$ cat src/sv/pbmc_pkg.sv
`timescale 1ns / 1ps
// shared constants, types and status codes of the pointer bounds metadata checker
package pbmc_pkg;

  localparam int ENTRIES    = 4;
  localparam int ADDR_BITS  = 48;
  localparam int ELEM_BYTES = 4;

  localparam int FIELD_W  = 48;
  localparam int OFFSET_W = 16;
  localparam int CNT_W    = $clog2(ENTRIES + 1);
  // pointer plus scaled offset never wraps at this width
  localparam int SUM_W    = FIELD_W + OFFSET_W + 5;

  localparam logic [FIELD_W-1:0] ADDR_MASK = {FIELD_W{1'b1}} >> (FIELD_W - ADDR_BITS);

  localparam int IN_DATA_W  = 4 * FIELD_W + OFFSET_W;
  localparam int OUT_DATA_W = 2 * FIELD_W;

  typedef enum logic {
    OP_STORE = 1'b0,
    OP_CHECK = 1'b1
  } op_t;

  typedef enum logic [2:0] {
    ST_STORED    = 3'd0,
    ST_FULL      = 3'd1,
    ST_ALLOWED   = 3'd2,
    ST_VIOLATION = 3'd3,
    ST_NOT_FOUND = 3'd4
  } status_t;

  // one item as it walks the row of cells
  typedef struct packed {
    logic               vld;
    op_t                op;
    logic               hit;
    logic               ok;
    logic [FIELD_W-1:0] key;
    logic [FIELD_W-1:0] ptr;
    logic [SUM_W-1:0]   addr;
    logic [FIELD_W-1:0] base;
    logic [FIELD_W-1:0] bound;
  } probe_t;

endpackage

$ cat src/sv/pbmc_cell.sv
`timescale 1ns / 1ps
// one table entry: holds a record, takes a store or matches a check as the item passes
module pbmc_cell
  import pbmc_pkg::*;
(
  input  logic   clk,
  input  logic   rst_n,
  input  logic   en,
  input  logic   live,
  input  probe_t probe_i,
  output probe_t probe_o
);

  logic [FIELD_W-1:0] key_r;
  logic [FIELD_W-1:0] base_r;
  logic [FIELD_W-1:0] bound_r;
  probe_t             probe_r;
  probe_t             probe_nxt;
  logic               wr;
  logic               match;

  // first free entry takes the store
  assign wr    = probe_i.vld && (probe_i.op == OP_STORE) && !probe_i.hit && !live;
  assign match = probe_i.vld && (probe_i.op == OP_CHECK) && !probe_i.hit && live
                 && (key_r == probe_i.key);

  always_comb begin
    probe_nxt = probe_i;
    if (wr) begin
      probe_nxt.hit = 1'b1;
    end
    if (match) begin
      probe_nxt.hit   = 1'b1;
      probe_nxt.base  = base_r;
      probe_nxt.bound = bound_r;
      probe_nxt.ok    = (probe_i.ptr >= base_r) && (probe_i.addr < SUM_W'(bound_r));
    end
  end

  always_ff @(posedge clk) begin
    if (en && wr) begin
      key_r   <= probe_i.key;
      base_r  <= probe_i.base;
      bound_r <= probe_i.bound;
    end
  end

  always_ff @(posedge clk) begin
    if (!rst_n) begin
      probe_r.vld <= 1'b0;
    end else if (en) begin
      probe_r <= probe_nxt;
    end
  end

  assign probe_o = probe_r;

endmodule

$ cat config.mk
export PLATFORM = sky130hd
export DESIGN_NAME = pbmc_cell
export DESIGN_NICKNAME = d
export VERILOG_FILES = /design/src/sv/pbmc_pkg.sv /design/src/sv/pbmc_cell.sv
export SDC_FILE = /design/constraint.sdc
export NUM_CORES = 1
export LEC_CHECK = 0
export BUFFER_PORTS_ARGS = -buffer_cell sky130_fd_sc_hd__buf_2
export CORE_AREA = 2 2 206 208
export CTS_CLUSTER_DIAMETER = 50
export DETAILED_ROUTE_END_ITERATION = 7
export DIE_AREA = 0 0 208 210
export PLACE_DENSITY = 0.65
export SLEW_MARGIN = 20
export SYNTH_ARGS = -nofsm -noshare
export SYNTH_HDL_FRONTEND = slang
export SYNTH_SLANG_ARGS = --single-unit
$ cat constraint.sdc
create_clock -name clk -period 22.9 [get_ports clk]
set_input_delay 2.29 -clock clk [delete_from_list [all_inputs] [get_ports clk]]
set_output_delay 2.29 -clock clk [all_outputs]
set_load 0.01 [all_outputs]
# After elaboration in Yosys (flattened, before gate mapping)
# Cells that the tools add are included.
[word_totals]
reg_bits = 409
latchBits = 0
mem_bits_rw = 0
mem_bits_ro = 0
output_inout_bits = 265
wordCells = 31
mem_count = 0
[classes]
n_addsub = 0
multipliers = 0
n_div = 0
n_lt_le_gt_ge = 2
eq_ne = 1
n_shift = 0
n_mux = 2
bitwise_logic = 1
reduce_logical = 13
[ops]
columns = ["cell", "count"]
rows = [
  ["$mux 96", 1],
  ["$lt 69x48->1", 1],
  ["$eq 48x48->1", 1],
  ["$ge 48x48->1", 1],
  ["$logic_and 1x1->1", 9],
  ["$logic_not 1->1", 2],
  ["$reduce_and 2->1", 1],
  ["$reduce_or 2->1", 1],
  ["$mux 1", 1],
  ["$not 1->1", 1],
]

# Logic depth before layout (Yosys ltp)
# Gate-level depths: netlist (run 1).
[depth]
ltp_word = 5
depth_mapped = 9
depth_no_buf = 9

# Worst setup path before layout (run 1)
# OpenSTA, ideal clock, no wires.
[synth_path]
kind = "input port to flip-flop"
start = "in probe_i[262] in the netlist's numbering"
end = "reg base_r[0] (enable)"
setup_time_ns = 1.016
arrival_ns = 16.233
required_time_ns = 21.884
setup_slack_ns = 5.650
cell_stages = 1
path_buffers = 0
cell_sequence = "nor4_1"
[synth_via]
elab_chain_cells = 4
[synth_lines]
columns = ["item", "line", "rtl"]
rows = [
  ["from (decl)", "pbmc_cell.sv:10", "input probe_t probe_i,"],
  ["$logic_not 1->1", "pbmc_cell.sv:23", "assign wr = probe_i.vld && (probe_i.op == OP_STORE) && !probe_i.hit && !live;"],
  ["$logic_and 1x1->1 (2 in a row)", "pbmc_cell.sv:23", ""],
  ["$logic_and 1x1->1", "pbmc_cell.sv:41", "if (en && wr) begin"],
  ["to (signal assigned)", "pbmc_cell.sv:43", "base_r <= probe_i.base;"],
  ["to (decl)", "pbmc_cell.sv:15", "logic [FIELD_W-1:0] base_r;"],
]
# Every way passes these cells.
# A chain may end at the register's enable or synchronous reset.

==> reports/results.tsv, run 1 <==
stage	metric	value	unit
outcome	outcome	finished clean	
yosys	synth_top_area_share	74.1	%
yosys	synth_edf_count	408	
clocking	cts_hold_buf	0	
route	wirelength	42000	um
cells_and_area	final_util	51.2	%
setup_path	crit_path_max_fanout	81	
placement	pre_cts_ws	17.33	ns
floorplanning	fp.dieW	208	um
route	first_pass_iters	4	
timing	hold_slack	0.506	ns
setup_path	r2r_slack	19.40	ns
route	ant_nets	0	
global_route	grt_pass1_wl	63000	um
global_route	grt_overflow_total	0	
clocking	insertion_delay	0.56	ns
timing	maxSlewViolCount	0	
cells_and_area	layout-drive-gt1-share	39.2	%
timing	setup_viol	0	
setup_path	required	23.18	ns
power	ir_drop	0.0744	mV
floorplanning	initial_core_util	39.8	%
clocking	post_cts_buffers	0	
yosys	ys_top_cells_by_area	edfxtp_1, ha_1, nand2_1	
yosys	synth_cells	1057	
timing	max_freq	202	MHz
hold_path	hold_class	reg -> reg	
setup_path	critical_path.reg2reg.endpoint	probe_o[75]$_DFFE_PP_	
cells_and_area	nets	1987	
placement	hpwl	31300	um
timing	finalHoldViolCount	0	
clocking	cts_root_buf	clkbuf_16	
power	p_leak	8.95	nW
setup_path	r2r_cells	8	
timing	tightest_slew	1.17	ns
floorplanning	core-area	41500	um^2
timing	fin_ws	17.94	ns
setup_path	startpoint_type	input port	
yosys	avgSynthCellArea	15.6	um^2
route	wl_per_cell	19.1	um
setup_path	timing.rr.start	key_r[7]$_DFFE_PP_	
route	drcViolationCount	0	
global_route	grt_util_all_layers	18.8	%
cells_and_area	layout.cells.non_filler	2203	
timing	min_period	4.96	ns
yosys	synth_largest_area_cell	edfxtp_1	
yosys	synth_area	16500	um^2
placement	portBuffers	533	
power	design_power_total	1.73	mW
yosys	synth.most_common_cell	edfxtp_1	
yosys	yosysWarningCount	0	
placement	dp_cells	2114	
floorplanning	rows	75	
flow_run	drv_cap	0	
power	power.density	81.7	nW/um^2
timing	fin_worst_skew	0.0216	ns
clocking	cts_resized	0	
clocking	cts_num_sinks	409	
placement	post_dp_cell_area	19700	um^2
route	vias_per_cell	4.81	
yosys	ys_types	43	
cells_and_area	fin_area	21200	um^2
timing	finalSetupTns	0	ns
floorplanning	die_y	210	um
setup_path	end_kind	flop	
yosys	synth_flop_cell	edfxtp_1	
route	vias	10600	
setup_path	crit_type	in -> reg	
placement	gp_congestion	0.777	
timing	maxSlewHeadroom	21.7	%
floorplanning	ios	534	
clocking	cts_buffer_depth	3	
global_route	grt_start_max_net_pins	158	
clocking	clkTransAtPathRegs	0.06	ns
floorplanning	dieArea	43700	um^2
yosys	async_flop_share	0	%
yosys	synth.net_count	1421	
timing	period_share	21.6	%
setup_path	critPathArrivalTime	5.24	ns
setup_path	crit_path_start	probe_i[220]	
route	drt_iter0_drc	547	
global_route	antenna_found_initial	7	
timing	rsz0062_at_grt	no	
yosys	synth_common_cells	edfxtp_1, nand2_1, inv_1, ha_1, o21ai_1	
global_route	grt_pass1_vias	10800	
cells_and_area	areaGrowthSynthToFinish	28.5	%
clocking	cts_tree	built	
setup_path	crit_end	probe_o[75]$_DFFE_PP_	
yosys	yosysSeqAreaShare	74.2	%
clocking	cts_buffers	46	
yosys	synth-seq-cells	409	
clocking	h-tree-depth	2	
[cell type report]
type | count | area (um^2)
antenna | 6 | 15.0
clock inverter | 27 | 248
timing repair buffer | 539 | 2740
inverter | 104 | 390
clock buffer | 56 | 1250
fill | 3550 | 20200
multi-input combinational | 523 | 3650
tap | 539 | 674
sequential | 409 | 12300
[routing by layer]
| metal | global-route usage [%] | up-vias | routed length [um] |
|---|---|---|---|
| met1 | 22.8 | 5066 | 16900 |
| li1 | - | 5093 | - |
| met4 | 6.90 | 4 | 1130 |
| met3 | 4.92 | 67 | 2980 |
| met5 | 0 | - | 25 |
| met2 | 32.4 | 371 | 21000 |
[cell families (layout without fill, tap and decap cells)]
kind of cell	after synthesis	count (layout)	share of synthesized area, %
buf+inv	125	726	3.75
other cells	0	6	0
simple gates	209	209	5.70
compound gates	180	180	7.04
xor+xnor	39	39	2.07
flops	409	409	74.2
fa+ha+maj	95	95	7.19
[registers in the layout (all words and copies together), names as in the netlist]
register and count:
key_r 48, base_r 48, bound_r 48, probe_o 265
[worst max-delay path: stages]
cell,delay (ns)
buf_2,0.12
xnor2_1,0.28
nand4_1,0.15
nor4_1,0.49
nand3_1,0.21
or4_4,0.79
buf_4,0.45
nand2_1,0.24
o21ai_2,0.07
[cells in the final DEF (no fill, tap or decap), types with 20 or more instances in the layout]
cell,count
xnor2_1,20
o21ai_2,39
nand2_1,129
clkbuf_16,49
inv_1,104
a21oi_1,29
o21ai_1,54
buf_2,533
ha_1,95
edfxtp_1,408
[power breakdown]
group	internal, mW	switching, mW
registers	0.866	0.00923
clock network	0.426	0.296
logic	0.0553	0.0817
total	1.35	0.387
[worst min-delay path by stage]
stage               cells after the start                      start                   endpoint
global placement                        2  probe_o[264]$_SDFFE_PN0P_  probe_o[264]$_SDFFE_PN0P_
finish                                  2  probe_o[264]$_SDFFE_PN0P_  probe_o[264]$_SDFFE_PN0P_
detailed placement                      2  probe_o[264]$_SDFFE_PN0P_  probe_o[264]$_SDFFE_PN0P_
CTS                                     2  probe_o[264]$_SDFFE_PN0P_  probe_o[264]$_SDFFE_PN0P_
global route                            2  probe_o[264]$_SDFFE_PN0P_  probe_o[264]$_SDFFE_PN0P_
floorplan                               2  probe_o[264]$_SDFFE_PN0P_  probe_o[264]$_SDFFE_PN0P_
Power figures use the tool's default switching activity.
==> inputs of run 2 (changes only) <==
--- a/config.mk
+++ b/config.mk
@@ -6,10 +6,10 @@
 export NUM_CORES = 1
 export LEC_CHECK = 0
 export BUFFER_PORTS_ARGS = -buffer_cell sky130_fd_sc_hd__buf_2
-export CORE_AREA = 2 2 206 208
+export CORE_AREA = 2 2 211 213
 export CTS_CLUSTER_DIAMETER = 50
 export DETAILED_ROUTE_END_ITERATION = 7
-export DIE_AREA = 0 0 208 210
+export DIE_AREA = 0 0 213 215
 export PLACE_DENSITY = 0.65
 export SLEW_MARGIN = 20
 export SYNTH_ARGS = -nofsm -noshare
==> constraint.sdc (replaced) <==
create_clock -name clk -period 4 [get_ports clk]
set_input_delay 0.4 -clock clk [delete_from_list [all_inputs] [get_ports clk]]
set_output_delay 0.4 -clock clk [all_outputs]
set_load 0.01 [all_outputs]
==> run 2 against run 1 <==
Effect of this change:
- non-clock buffer count grew 138
- via count grew 7.0%
- global-route usage is essentially flat
- final area grew 7.6%
- worst hold slack lost 0.48 ns
- sequential power grew to 5.7 times the previous value
- clock power grew to 6.2 times the previous value
- die area grew 4.8%
- first-iteration DRC count grew 5.9%
- clock skew shrank 0.0074 ns
- critical path type is now reg -> reg
- largest power group unchanged
==> reports/results.tsv, run 2 (same netlist as run 1, synthesis figures left out) <==
stage	metric	value	unit
setup_path	startpoint_type	flop	
clocking	h-tree-depth	2	
cells_and_area	final_util	52.4	%
clocking	post_cts_buffers	0	
power	swShare	22.4	%
power	power.density	455	nW/um^2
floorplanning	fp.dieW	213	um
timing	period_share	76.8	%
clocking	clkTransAtPathRegs	0.06	ns
placement	dp_cells	2176	
placement	gp_congestion	0.823	
timing	maxSlewHeadroom	34.7	%
hold_path	hold_class	in -> reg	
route	ant_nets	0	
cells_and_area	fillCellCount	3693	
floorplanning	dieArea	45800	um^2
global_route	antenna_found_initial	6	
timing	setup_viol	0	
setup_path	cp_slowest_cell	or4_4	
setup_path	crit_type	reg -> reg	
cells_and_area	layout.cells.non_filler	2397	
setup_path	critPathArrivalTime	3.36	ns
setup_path	slowest_delay	0.56	ns
cells_and_area	areaGrowthSynthToFinish	38.3	%
floorplanning	initial_core_util	37.9	%
timing	max_freq	326	MHz
clocking	cts_buffer_depth	3	
cells_and_area	final_cell_mix	buf_2, edfxtp_1, dlygate4sd3_1	
timing	tightest_slew	0.980	ns
clocking	cts_resized	0	
setup_path	worstPathCellList	xnor2_1 -> nand4_1 -> nor4_1 -> nand3_1 -> or4_4 -> buf_12 -> nand2_1 -> o21ai_1	
cells_and_area	regArea	12300	um^2
cells_and_area	largest_reg_flops	265	
cells_and_area	layout_commonest_cell	buf_2	
power	switching_power	2.33	mW
global_route	grt_start_max_net_pins	193	
cells_and_area	layout-drive-gt1-share	37.2	%
clocking	cts_tree	built	
route	first_pass_iters	5	
global_route	grt_overflow_total	0	
clocking	insertion_delay	0.57	ns
route	wirelength	44000	um
power	clockPowerShare	43.1	%
placement	pre_cts_ws	0.852	ns
route	wl_per_cell	18.4	um
global_route	grt_util_all_layers	18.8	%
setup_path	end_kind	flop	
flow_run	drv_cap	0	
route	drcViolationCount	0	
outcome	outcome	finished clean	
timing	min_period	3.07	ns
floorplanning	rows	77	
floorplanning	die_y	215	um
cells_and_area	fin_area	22900	um^2
placement	post_dp_cell_area	19900	um^2
timing	rsz0062_at_grt	no	
power	p_leak	9.61	nW
timing	maxSlewViolCount	0	
placement	portBuffers	533	
cells_and_area	nets	2126	
route	vias	11300	
cells_and_area	multi_input_area	3680	um^2
route	vias_per_cell	4.73	
timing	fin_worst_skew	0.0142	ns
clocking	cts_hold_buf	129	
floorplanning	ios	534	
clocking	cts_root_buf	clkbuf_16	
timing	fin_ws	0.928	ns
power	pwr-share-comb	8.8	%
setup_path	required	4.29	ns
clocking	cts_num_sinks	409	
placement	hpwl	31400	um
power	ir_drop	0.296	mV
route	drt_iter0_drc	579	
power	power.share.sequential	48.2	%
setup_path	crit_path_max_fanout	192	
global_route	grt_pass1_wl	65400	um
floorplanning	core-area	43600	um^2
global_route	grt_pass1_vias	11700	
clocking	cts_buffers	47	
power	p_int	8.08	mW
timing	finalHoldViolCount	0	
power	design_power_total	10.4	mW
## run 2: cell types whose count changed in the layout (fill, tap and decap cells not counted), sizes merged
cell | before | now
dlygate4sd3 | 0 | 129
buf | 539 | 548
clkinv | 18 | 11
bufinv | 3 | 8
inv | 106 | 111
clkinvlp | 4 | 8
clkbuf | 56 | 54
diode | 6 | 4
## run 2: layout make-up
cell class	instances	share of cell area, %
clock inverters	34	1.86
clock buffers	54	5.26
diodes	4	0.0438
repair buffers	677	18.1
multi-input cells	523	16.1
well taps	592	3.24
flip-flops and latches	409	53.7
inverters	104	1.71
## run 2: per-stage QoR
stage	TNS [ns]	hold WS, ns
4_1_cts	0	0.000409
3_5_place_dp	0	0.478
2_1_floorplan	-213.22	0.499
5_1_grt	0	0.00126
6_report	0	0.0306
3_3_place_gp	0	0.467
## run 2: per-layer routing
layer | share of wire, % | global-route usage (%)
met1 | 39 | 21.9
met2 | 50 | 32.6
met3 | 7.7 | 5.64
met4 | 3.4 | 6.97
met5 | 0.030 | 0
## run 2: power groups by stage
stage | combinational (mW) | sequential, mW | clock (mW)
6_report | 0.911 | 5.01 | 4.48
5_1_grt | 0.999 | 5.03 | 4.73
4_1_cts | 0.919 | 5.01 | 4.57
3_5_place_dp | 0.809 | 5.10 | 0
3_3_place_gp | 0.792 | 5.10 | 0
2_1_floorplan | 0.224 | 5.21 | 0
## run 2: worst max-delay path: cells and delay by family (launching register included)
| family | cells | cell delay, ns |
|---|---|---|
| simple gates | 5 | 1.66 |
| flops | 1 | 0.38 |
| xor+xnor | 1 | 0.20 |
| buf+inv | 1 | 0.31 |
| compound gates | 1 | 0.09 |
## run 2: worst paths after layout
kind | depth (start not counted) | slack (ns) | from | end
setup / recovery | 8 | 0.93 | key_r[5]$_DFFE_PP_ | probe_o[52]$_DFFE_PP_
hold / removal | 1 | 0.03 | probe_i[183] | probe_o[183]$_DFFE_PP_
setup reg to reg | 8 | 0.93 | key_r[5]$_DFFE_PP_ | probe_o[52]$_DFFE_PP_
hold reg to reg | 2 | 0.48 | probe_o[264]$_SDFFE_PN0P_ | probe_o[264]$_SDFFE_PN0P_
